===== config.mk =====
export PLATFORM = sky130hd
export DESIGN_NAME = poisson_binomial_tail_product_unit
export DESIGN_NICKNAME = d
export VERILOG_FILES = /design/src/sv/pbtp_pkg.sv /design/src/sv/pbtp_ctrl.sv /design/src/sv/pbtp_dpath.sv /design/src/sv/poisson_binomial_tail_product_unit.sv
export VERILOG_INCLUDE_DIRS = /design/src /design/src/sv
export SDC_FILE = /design/constraint.sdc
export NUM_CORES = 2
export LEC_CHECK = 0
export ABC_AREA = 1
export BUFFER_PORTS_ARGS = -buffer_cell sky130_fd_sc_hd__buf_4
export CAP_MARGIN = 20
export CORE_MARGIN = 2
export CORE_UTILIZATION = 40
export DETAILED_ROUTE_END_ITERATION = 10
export PLACE_DENSITY = 0.63
export REMOVE_ABC_BUFFERS = 1
export SLEW_MARGIN = 15
export SYNTH_ARGS = -nofsm -noshare
export SYNTH_HDL_FRONTEND = slang
export SYNTH_SLANG_ARGS = --single-unit

===== constraint.sdc =====
create_clock -name clk -period 7.7 [get_ports clk]
set_input_delay 0.385 -clock clk [delete_from_list [all_inputs] [get_ports clk]]
set_output_delay 0.385 -clock clk [all_outputs]
set_load 0.05 [all_outputs]

===== src/sv/poisson_binomial_tail_product_unit_defines.svh =====
// ----------------------------------------------------------------------------
// Poisson-binomial tail product unit: assertion macros
// Shared concurrent-assertion forms, clocked on clk and held off in reset.
// ----------------------------------------------------------------------------
`ifndef POISSON_BINOMIAL_TAIL_PRODUCT_UNIT_DEFINES_SVH
`define POISSON_BINOMIAL_TAIL_PRODUCT_UNIT_DEFINES_SVH

// Same-cycle implication
`define PBTP_ASSERT_IMPL(label, ante, cons, msg) \
  label: assert property (@(posedge clk) disable iff (!rst_n) (ante) |-> (cons)) \
    else $error(msg);

// Next-cycle implication
`define PBTP_ASSERT_NEXT(label, ante, cons, msg) \
  label: assert property (@(posedge clk) disable iff (!rst_n) (ante) |=> (cons)) \
    else $error(msg);

`endif


===== src/sv/pbtp_pkg.sv =====
// ----------------------------------------------------------------------------
// pbtp_pkg
// Word types, controller/datapath interface structs and fixed-point helpers.
// ----------------------------------------------------------------------------
package pbtp_pkg;

  // Fixed point: FRAC_BITS fraction bits, ONE means 1.0
  localparam int FRAC_BITS = 16;
  localparam int PW        = FRAC_BITS + 1;
  localparam int NEED_W    = 6;
  localparam int SATW      = PW + 2;

  localparam logic [PW-1:0] PROB_ONE  = PW'(1) << FRAC_BITS;
  localparam logic [PW-1:0] PROB_HALF = PW'(1) << (FRAC_BITS - 1);

  typedef struct packed {
    logic [PW-1:0]     agent_prob;
    logic              assigned;
    logic [NEED_W-1:0] need;
    logic              last_agent;
    logic              last_task;
  } in_t;

  typedef struct packed {
    logic [PW-1:0] task_prob;
    logic [PW-1:0] mission_prob;
    logic          mission_done;
  } out_t;

  // Controller to datapath
  typedef struct packed {
    logic load;
    logic upd_step;
    logic sum_init;
    logic sum_step;
    logic mul;
    logic emit;
  } cmd_t;

  // Datapath to controller
  typedef struct packed {
    logic do_upd;
    logic last_agent;
    logic upd_last;
    logic sum_empty;
    logic sum_last;
    logic busy;
    logic out_free;
  } sts_t;

  // Clamp a non-negative value to ONE
  function automatic logic [PW-1:0] sat_one(input logic [SATW-1:0] v);
    logic [PW-1:0] r;
    if (v > SATW'(PROB_ONE)) begin
      r = PROB_ONE;
    end else begin
      r = v[PW-1:0];
    end
    return r;
  endfunction

endpackage


===== src/sv/pbtp_ctrl.sv =====
// ----------------------------------------------------------------------------
// pbtp_ctrl
// Sequencer: per word, runs the update sweep if assigned and not full, then on
// a task's last agent the tail-sum sweep if any, the product multiply, result.
// ----------------------------------------------------------------------------
module pbtp_ctrl (
  input  logic          clk,
  input  logic          rst_n,
  input  logic          in_valid,
  input  pbtp_pkg::sts_t sts,
  output pbtp_pkg::cmd_t cmd,
  output logic          in_ready
);
  import pbtp_pkg::*;

  typedef enum logic [2:0] {
    S_IDLE,
    S_DEC,
    S_UPD,
    S_UDRN,
    S_SUM,
    S_SDRN,
    S_MUL,
    S_OUT
  } state_t;

  state_t state_r, state_nxt;
  logic   in_ready_r;

  assign in_ready = in_ready_r;

  // Next state and datapath commands
  always_comb begin
    state_nxt = state_r;
    cmd       = '0;
    case (state_r)
      S_IDLE: begin
        if (in_valid && in_ready_r) begin
          cmd.load  = 1'b1;
          state_nxt = S_DEC;
        end
      end
      S_DEC: begin
        if (sts.do_upd) begin
          state_nxt = S_UPD;
        end else if (sts.last_agent) begin
          cmd.sum_init = 1'b1;
          state_nxt    = sts.sum_empty ? S_MUL : S_SUM;
        end else begin
          state_nxt = S_IDLE;
        end
      end
      S_UPD: begin
        cmd.upd_step = 1'b1;
        if (sts.upd_last) begin
          state_nxt = S_UDRN;
        end
      end
      S_UDRN: begin
        if (!sts.busy) begin
          if (sts.last_agent) begin
            cmd.sum_init = 1'b1;
            state_nxt    = sts.sum_empty ? S_MUL : S_SUM;
          end else begin
            state_nxt = S_IDLE;
          end
        end
      end
      S_SUM: begin
        cmd.sum_step = 1'b1;
        if (sts.sum_last) begin
          state_nxt = S_SDRN;
        end
      end
      S_SDRN: begin
        if (!sts.busy) begin
          state_nxt = S_MUL;
        end
      end
      S_MUL: begin
        cmd.mul   = 1'b1;
        state_nxt = S_OUT;
      end
      S_OUT: begin
        if (sts.out_free) begin
          cmd.emit  = 1'b1;
          state_nxt = S_IDLE;
        end
      end
      default: begin
        state_nxt = S_IDLE;
      end
    endcase
  end

  // Hold state and registered ready
  always_ff @(posedge clk) begin
    if (!rst_n) begin
      state_r    <= S_IDLE;
      in_ready_r <= 1'b0;
    end else begin
      state_r    <= state_nxt;
      in_ready_r <= (state_nxt == S_IDLE);
    end
  end

endmodule


===== src/sv/pbtp_dpath.sv =====
// ----------------------------------------------------------------------------
// pbtp_dpath
// Distribution memory with a fill count, three-stage update pipeline
// (read, multiply pair, round and write back), tail accumulator, product
// multiplier and output register.
// ----------------------------------------------------------------------------
module pbtp_dpath #(
  parameter int MAX_AGENTS = 32
) (
  input  logic           clk,
  input  logic           rst_n,
  input  pbtp_pkg::cmd_t  cmd,
  input  pbtp_pkg::in_t   in_data,
  input  logic           out_ready,
  output pbtp_pkg::sts_t  sts,
  output logic           out_valid,
  output pbtp_pkg::out_t  out_data
);
  import pbtp_pkg::*;

  localparam int DEPTH = MAX_AGENTS + 1;
  localparam int CW    = $clog2(DEPTH);
  localparam int NW    = ((CW > NEED_W) ? CW : NEED_W) + 1;
  localparam int PRODW = 2 * PW;
  localparam int ACCW  = PRODW + 1;

  // Distribution store; entries above the fill count read as zero
  logic [PW-1:0] mem [DEPTH];

  // Item registers
  logic [PW-1:0]     p_r, q_r;
  logic [NEED_W-1:0] need_r;
  logic              assigned_r, last_agent_r, last_task_r;

  // Control counters
  logic [CW-1:0] cnt_r, k_r;

  // Read stage
  logic [PW-1:0] rd_data_r;
  logic          s1_vld_r, s1_upd_r, s1_zero_r, s1_one_r;
  logic [CW-1:0] s1_addr_r;

  // Multiply stage
  logic [PW-1:0]    prev_r;
  logic [PRODW-1:0] prod_a_r, prod_b_r;
  logic             s2_vld_r;
  logic [CW-1:0]    s2_addr_r;

  // Tail sum and mission product
  logic [PW-1:0]    sum_r, run_r;
  logic [PRODW-1:0] prod_m_r;

  // Output register
  logic out_valid_r;
  out_t out_data_r;

  logic [PW-1:0]   p_sat, old_k, prev_use, wr_val, run_new;
  logic [ACCW-1:0] upd_acc, mul_acc;
  logic [PW:0]     sum_add;
  logic            issue;

  assign p_sat    = (in_data.agent_prob > PROB_ONE) ? PROB_ONE : in_data.agent_prob;
  assign old_k    = s1_zero_r ? '0 : (s1_one_r ? PROB_ONE : rd_data_r);
  assign prev_use = (s1_addr_r == '0) ? '0 : prev_r;
  assign issue    = cmd.upd_step | cmd.sum_step;

  // Round half up, shift, clamp
  assign upd_acc = ACCW'(prod_a_r) + ACCW'(prod_b_r) + ACCW'(PROB_HALF);
  assign wr_val  = sat_one(SATW'(upd_acc >> FRAC_BITS));
  assign mul_acc = ACCW'(prod_m_r) + ACCW'(PROB_HALF);
  assign run_new = sat_one(SATW'(mul_acc >> FRAC_BITS));
  assign sum_add = (PW + 1)'(sum_r) + (PW + 1)'(old_k);

  // Status
  assign sts.do_upd     = assigned_r && (cnt_r != CW'(MAX_AGENTS));
  assign sts.last_agent = last_agent_r;
  assign sts.upd_last   = ((CW + 1)'(k_r) == ((CW + 1)'(cnt_r) + (CW + 1)'(1)));
  assign sts.sum_empty  = (NW'(need_r) > NW'(cnt_r));
  assign sts.sum_last   = (k_r == cnt_r);
  assign sts.busy       = s1_vld_r | s2_vld_r;
  assign sts.out_free   = !out_valid_r || out_ready;

  assign out_valid = out_valid_r;
  assign out_data  = out_data_r;

  // Memory: read every cycle at the sweep index, write back from stage three
  always_ff @(posedge clk) begin
    rd_data_r <= mem[k_r];
    if (s2_vld_r) begin
      mem[s2_addr_r] <= wr_val;
    end
  end

  // Control state: counters, stage valids, product, output valid
  always_ff @(posedge clk) begin
    if (!rst_n) begin
      cnt_r       <= '0;
      k_r         <= '0;
      s1_vld_r    <= 1'b0;
      s2_vld_r    <= 1'b0;
      run_r       <= PROB_ONE;
      out_valid_r <= 1'b0;
    end else begin
      s1_vld_r <= issue;
      s2_vld_r <= s1_vld_r && s1_upd_r;

      // Advance the sweep index
      if (cmd.load) begin
        k_r <= '0;
      end else if (cmd.sum_init) begin
        k_r <= CW'(need_r);
      end else if (issue) begin
        k_r <= k_r + CW'(1);
      end

      // Grow the fill count at the end of an update sweep, drop it per task
      if (cmd.upd_step && sts.upd_last) begin
        cnt_r <= cnt_r + CW'(1);
      end else if (cmd.emit) begin
        cnt_r <= '0;
      end

      if (cmd.emit) begin
        run_r       <= last_task_r ? PROB_ONE : run_new;
        out_valid_r <= 1'b1;
      end else if (out_ready) begin
        out_valid_r <= 1'b0;
      end
    end
  end

  // Payload registers
  always_ff @(posedge clk) begin
    if (cmd.load) begin
      p_r          <= p_sat;
      q_r          <= PROB_ONE - p_sat;
      need_r       <= in_data.need;
      assigned_r   <= in_data.assigned;
      last_agent_r <= in_data.last_agent;
      last_task_r  <= in_data.last_task;
    end

    // Read stage flags: beyond fill count reads zero, empty store ONE at entry 0
    s1_upd_r  <= cmd.upd_step;
    s1_zero_r <= cmd.upd_step && (k_r > cnt_r);
    s1_one_r  <= (cnt_r == '0) && (k_r == '0);
    s1_addr_r <= k_r;

    // Multiply pair for the update
    if (s1_vld_r && s1_upd_r) begin
      prod_a_r  <= PRODW'(old_k) * PRODW'(q_r);
      prod_b_r  <= PRODW'(prev_use) * PRODW'(p_r);
      prev_r    <= old_k;
      s2_addr_r <= s1_addr_r;
    end

    // Tail accumulate with clamp
    if (cmd.sum_init) begin
      sum_r <= '0;
    end else if (s1_vld_r && !s1_upd_r) begin
      sum_r <= sat_one(SATW'(sum_add));
    end

    if (cmd.mul) begin
      prod_m_r <= PRODW'(run_r) * PRODW'(sum_r);
    end

    if (cmd.emit) begin
      out_data_r.task_prob    <= sum_r;
      out_data_r.mission_prob <= run_new;
      out_data_r.mission_done <= last_task_r;
    end
  end

endmodule


===== src/sv/poisson_binomial_tail_product_unit.sv =====
// ----------------------------------------------------------------------------
// poisson_binomial_tail_product_unit
// Task success probability as a Poisson-binomial tail, and mission product.
//
//   channel  ports                            word
//   input    in_valid / in_ready / in_data    one agent of the current task
//   result   out_valid / out_ready / out_data one word per last agent
//
// An agent word, when assigned and the store is not full, runs the update
// sweep over entries 0..count (count includes this agent) through the
// distribution memory. A last-agent word adds the tail sweep over entries
// need..count, then the product multiply and output load.
// Reset clears the fill count; the memory itself needs no clearing pass.
// A result still held in the output register does not stall agent words;
// the next last-agent word waits at output load, with input blocked, until
// that result is taken.
// ----------------------------------------------------------------------------
`include "poisson_binomial_tail_product_unit_defines.svh"

module poisson_binomial_tail_product_unit #(
  parameter int MAX_AGENTS = 32
) (
  input  logic           clk,
  input  logic           rst_n,
  input  logic           in_valid,
  output logic           in_ready,
  input  pbtp_pkg::in_t   in_data,
  output logic           out_valid,
  input  logic           out_ready,
  output pbtp_pkg::out_t  out_data
);
  import pbtp_pkg::*;

  cmd_t cmd;
  sts_t sts;

  // Sequencer
  pbtp_ctrl u_ctrl (
    .clk      (clk),
    .rst_n    (rst_n),
    .in_valid (in_valid),
    .sts      (sts),
    .cmd      (cmd),
    .in_ready (in_ready)
  );

  // Datapath
  pbtp_dpath #(
    .MAX_AGENTS (MAX_AGENTS)
  ) u_dpath (
    .clk       (clk),
    .rst_n     (rst_n),
    .cmd       (cmd),
    .in_data   (in_data),
    .out_ready (out_ready),
    .sts       (sts),
    .out_valid (out_valid),
    .out_data  (out_data)
  );

  // Checks
  `PBTP_ASSERT_NEXT(a_emit_shows, cmd.emit, out_valid, "emit did not raise out_valid")
  `PBTP_ASSERT_NEXT(a_accept_busy, in_valid && in_ready, !in_ready, "ready held after accept")
  `PBTP_ASSERT_IMPL(a_one_sweep, cmd.upd_step, !cmd.sum_step, "update and sum sweeps overlap")
  `PBTP_ASSERT_IMPL(a_mul_drained, cmd.mul, !sts.busy, "product taken before tail sum drained")

endmodule


# Word-level counts from Yosys, hierarchy flattened

Memory sizes are Yosys's and may differ from the RTL's. A register that Yosys moved wholly into a read port is not among the register bits.
Index checks and enable logic that the tools add are counted.

Bits in writable memories: 561
Logic and storage cells: 114
Memories kept: 1
Bits in registers: 265

Memories:

| name        | depth | width | rd ports | clocked after memory_dff | write ports | RTL line         | RTL |
|---|---|---|---|---|---|---|---|
| u_dpath.mem | 33    | 17    | 1        | 1                        | 1           | pbtp_dpath.sv:28 | `logic [PW-1:0] mem [DEPTH];` |

Reduce and logical (&&, ||, !) cells: 19
Add/sub/neg operators: 8
Equality and inequality tests: 10
$lt $le $gt $ge: 6
Muxes and demuxes: 37
Bitwise logic cells: 3
Multiply operators: 3

Operator list:

| cell                   | number |
|---|---|
| $mux 17                | 8 |
| $mul 17x17->34         | 3 |
| $gt 19x17->1 const B   | 2 |
| $add 34x16->35 const B | 1 |
| $add 34x34->35         | 1 |
| $add 35x16->35 const B | 1 |
| $mux 3                 | 8 |
| $mux 6                 | 4 |
| $pmux 3 s8             | 1 |
| $add 17x17->18         | 1 |
| $gt 18x17->1 const B   | 1 |
| $logic_not 6->1        | 3 |
| $gt 17x17->1 const B   | 1 |
| $sub 17x17->17 const A | 1 |
| $mux 1                 | 14 |
| $add 6x1->6 const B    | 2 |
| $eq 3x3->1 const B     | 4 |
| $gt 6x6->1             | 2 |
| $add 6x1->7 const B    | 1 |
| $eq 6x7->1             | 1 |
| $logic_and 1x1->1      | 7 |
| $eq 3x2->1 const B     | 2 |
| $eq 6x6->1             | 1 |
| $logic_not 3->1        | 2 |
| other kinds (10)       | 14 |

# Longest topological paths before layout

Depth after elaboration: 6
Gate-level depth with buffers: 31
Mapped depth without buffers: 30

# Modules after synthesis

A second synthesis with hierarchy kept.

Cell total of the unflattened synthesis: 6,813
Area, all modules: 64,197.8 um^2

By module, submodules not included:

| module     | cells an instance | times used | area each (um^2) | sequential area each (um^2) |
|---|---|---|---|---|
| pbtp_dpath | 6,749             | 1          | 63,821.2         | 23,963.0 |
| pbtp_ctrl  | 64                | 1          | 376.6            | 80.1 |

# Worst setup path after synthesis

OpenSTA, ideal clock, no wires.

Kind: flip-flop to flip-flop
Start: register u_dpath.s1_zero_r
End: register u_dpath.prod_a_r[33], data pin
Arrival time: 6.080 ns
Setup time: 0.261 ns
Buffers on the path: 2
Clock period less this slack: 6.341 ns
Slack: 1.359 ns
Stages on the path, launching flop included: 30
Required time: 7.439 ns
Cell sequence: dfxtp_1 > nor2_1 > clkbuf_1 > nand2_1 > inv_1 > buf_1 > nand2_1 > fa_1 > inv_1 > fa_1 > inv_1 > fa_1 > fa_1 > inv_1 > fa_1 > inv_1 > fa_1 > inv_1 > ha_1 > a21oi_1 > inv_1 > a31oi_1 > o21ai_0 > nand2_1 > nand3_1 > nand2_1 > nand2_1 > nand2_1 > nand3_1 > xor2_1

Longest elaborated chain between the ends: 2

RTL lines:

| element                  | RTL line          | RTL |
|---|---|---|
| start: declaration       | pbtp_dpath.sv:40  | `logic s1_vld_r, s1_upd_r, s1_zero_r, s1_one_r;` |
| start signal: assignment | pbtp_dpath.sv:145 | `s1_zero_r <= cmd.upd_step && (k_r > cnt_r);` |
| $mux 17                  | pbtp_dpath.sv:63  | `assign old_k = s1_zero_r ? '0 : (s1_one_r ? PROB_ONE : rd_data_r);` |
| net u_dpath.old_k[11]    | pbtp_dpath.sv:57  | `logic [PW-1:0] p_sat, old_k, prev_use, wr_val, run_new;` |
| $mul 17x17->34           | pbtp_dpath.sv:151 | `prod_a_r <= PRODW'(old_k) * PRODW'(q_r);` |
| end signal: assignment   | pbtp_dpath.sv:151 |  |
| end: declaration         | pbtp_dpath.sv:45  | `logic [PRODW-1:0] prod_a_r, prod_b_r;` |

The timed path passes the listed nets, and every way through them passes these cells.
A chain may end at the register's enable or synchronous reset.

# Worst setup path in the final report

Start: register u_dpath.s1_addr_r[3]
End: register u_dpath.prod_b_r[31], data pin

Longest elaborated chain between the ends: 3

RTL lines:

| element                  | RTL line          | RTL |
|---|---|---|
| start: declaration       | pbtp_dpath.sv:41  | `logic [CW-1:0] s1_addr_r;` |
| start signal: assignment | pbtp_dpath.sv:147 | `s1_addr_r <= k_r;` |
| $logic_not 6->1          | pbtp_dpath.sv:64  | `assign prev_use = (s1_addr_r == '0) ? '0 : prev_r;` |
| $mux 17                  | pbtp_dpath.sv:64  |  |
| $mul 17x17->34           | pbtp_dpath.sv:152 | `prod_b_r <= PRODW'(prev_use) * PRODW'(p_r);` |
| end signal: assignment   | pbtp_dpath.sv:152 |  |
| end: declaration         | pbtp_dpath.sv:45  |  |

No other way between the ends.

==> results.py <==
metrics = {
    "synthesis": {
        "synthFlopType": "edfxtp_1",
        "synth-seq-area-share_pct": 37.7,
        "synthMuxAreaShare_pct": 0,
        "synth_xor_xnor_area_share_pct": 1.73,
        "syn_area_per_cell_um2": 9.43,
        "synth_compound_area_share_pct": 7.08,
        "async_reset_ff_share_pct": 0,
        "syn_inst": 6753,
        "yosys_warnings": 0,
        "synth-adder-area-share_pct": 29.4,
        "synth_cell_type_count": 51,
        "netlist_top_cells_count": "nand2_1, inv_1, edfxtp_1",
        "ys_seq_elements": 827,
        "yosysTopAreaCell": "edfxtp_1",
        "synth_edf_count": 748,
        "synth_top_family_by_area": "adder cells",
        "synth_top_cells_by_area": "edfxtp_1, fa_1, ha_1",
        "yosys.area_share.simple_pct": 14.9,
        "synthMostInstantiatedCell": "nand2_1",
        "synth_top_area_share_pct": 35.3,
        "synthesis.area_um2": 63700,
    },
    "finish": {
        "stdcell_count": 8921,
        "syn2layout_area_growth_pct": 9.92,
        "nets": 7897,
        "final_util_pct": 44.3,
        "seq_area_um2": 24100,
        "layout-drive-gt1-share_pct": 5.80,
        "multi_input_area_um2": 33900,
        "fill_cells": 15100,
    },
    "timing": {
        "slew_headroom_pct": 22.5,
        "finalMaxSlewViolations": 0,
        "fin_worst_skew_ns": 0.0536,
        "fmax_mhz": 145,
        "final_hold_viol_count": 0,
        "setup_violations": 0,
        "period_share_pct": 89.3,
        "rsz0062_at_grt": "no",
        "period_minus_slack_ns": 6.88,
        "hold_slack_ns": 0.0383,
        "fin_ws_ns": 0.820,
        "tightest_slew_ns": 1.16,
    },
    "critical_path": {
        "critPathLaunchType": "flop",
        "critical_path.top_delay_family": "adder cells",
        "cp-end-kind": "flop",
        "critPathBufInv": 6,
        "worstPathRequired_ns": 8.14,
        "path_depth": 26,
        "ff2ff_path_depth": 26,
        "critPathKind": "reg -> reg",
        "crit_arrival_ns": 7.31,
        "slowest_delay_ns": 0.64,
        "cp_slowest_cell": "fa_1",
        "worst-path-max-fanout": 17,
    },
    "power_and_ir_drop": {
        "power_uw": 14700,
        "vdd_ir_drop_max_mv": 0.190,
        "p_leak_uw": 0.0314,
        "power_density_nw_per_um2": 210,
    },
    "outcome": {
        "status": "complete, no violations",
    },
    "global_routing": {
        "track_usage_pct": 22.0,
        "grt_pass1_wl_um": 276000,
        "antenna_found_initial": 2,
        "grt-ovfl-total": 0,
        "grt_max_degree": 205,
        "grt_pass1_vias": 47300,
    },
    "drt": {
        "drt_iter0_drc": 3669,
        "final_antenna_net_count": 0,
        "routed_wl_um": 177000,
        "dr.pass1.iters": 6,
        "drc_errors": 0,
        "via_per_inst": 5.20,
        "vias": 46400,
        "wl_per_cell_um": 19.8,
    },
    "clock_network": {
        "cts_sinks": 827,
        "htree_levels": 3,
        "cts_root_buf": "clkbuf_16",
        "ctsLongestPathBuffers": 3,
        "cts_buffers": 91,
        "clkTransAtPathRegs_ns": 0.06,
        "clkLatencyLatePin_ns": 0.71,
        "postCtsResizedCells": 0,
        "cts_tree": "done",
    },
    "die": {
        "dieArea_um2": 162000,
        "rows": 146,
        "design.portCount": 67,
        "core_area_um2": 158000,
        "initial_core_util_pct": 40.3,
        "die_h_um": 403,
        "die_w_um": 403,
    },
    "flow_run": {
        "cap_viol_max_count": 0,
    },
    "placed_design": {
        "dp_hpwl_um": 128000,
        "port_buffers": 66,
        "dp_cells": 8740,
        "globalplace.congestion": 0.952,
        "pre_cts_slack_ns": 0.894,
    },
    "worst_hold_path": {
        "whs_path_depth": 4,
        "holdCritPathClass": "in -> reg",
    },
}
area by class of cell:
cell class / instances / share of cell area (%)
sequential: 827 / 34.4
inverter: 1271 / 6.83
multi-input combinational: 4383 / 48.5
antenna: 1 / 0.00357
timing repair buffer: 200 / 2.24
clock buffer: 119 / 3.55
clock inverter: 48 / 0.868
tap: 2072 / 3.70
through the flow:
stage	setup TNS [ns]	instance area (µm²)
6_report	0	70000
5_1_grt	0	70000
4_1_cts	0	70000
3_5_place_dp	0	66800
3_3_place_gp	0	66800
2_1_floorplan	-110.53	62600
layout by cell type (no fill, tap or decap), drive strengths merged, types with 97 or more instances in the layout:
cell type / synthesis / layout
xor2: 97 / 97
ha: 422 / 422
a21oi: 184 / 184
nor2: 763 / 763
edfxtp: 748 / 748
clkbuf: 237 / 119
o21ai: 345 / 345
fa: 671 / 671
inv: 1259 / 1264
nand2: 1330 / 1330
nand3: 178 / 178
buf: 35 / 189
final timing paths:
path	from	end	slack, ns
max	u_dpath.s1_addr_r[3]$_DFF_P_	u_dpath.prod_b_r[31]$_DFFE_PP_	0.82
min	out_ready	u_dpath.out_valid$_SDFFE_PN0P_	0.04
max reg2reg	u_dpath.s1_addr_r[3]$_DFF_P_	u_dpath.prod_b_r[31]$_DFFE_PP_	0.82
min reg2reg	u_dpath.s1_addr_r[2]$_DFF_P_	u_dpath.s2_addr_r[2]$_DFFE_PP_	0.43
per-layer routing:
layer,global-route usage [%],up-vias,routed length [µm]
met5,0,-,0
met4,6.64,0,5280
met3,3.47,264,12600
met2,35.8,1596,83100
met1,30.4,23100,76000
li1,-,21500,-
flip-flops by register name, summed over array words and instances, names as in the netlist, 19 cells and up:
signal / cells
u_dpath.mem: 561
u_dpath.out_data: 35
u_dpath.prod_a_r: 34
u_dpath.prod_b_r: 34
u_dpath.prod_m_r: 19
timing repair:
action	4_1_cts	5_1_grt
hold buffers	11	0
buffers inserted	0	0
endpoints found under the setup margin	0	0
endpoints found under the hold margin	13	0
tightest hold or removal path: stages:
cell and delay (ns):
buf_4 0.08, nor2_1 0.03, inv_1 0.10, a21oi_1 0.08
cells by family after synthesis:
family / count (synthesis)
and+or+nand+nor: 2380
AOI/OAI and AO/OA: 784
buffers and inverters: 1543
adders and majority gates: 1093
DFF: 827
xor gates and xnor gates: 126
report_power, final:
group	total [µW]	switching [µW]	leakage (µW)	internal, µW
Combinational	5000	3250	0.0224	1750
Sequential	5240	175	0.00755	5060
Clock	4470	1890	0.00150	2580
Total	14700	5320	0.0314	9390
Note: power is estimated with default switching activity, not from simulation.
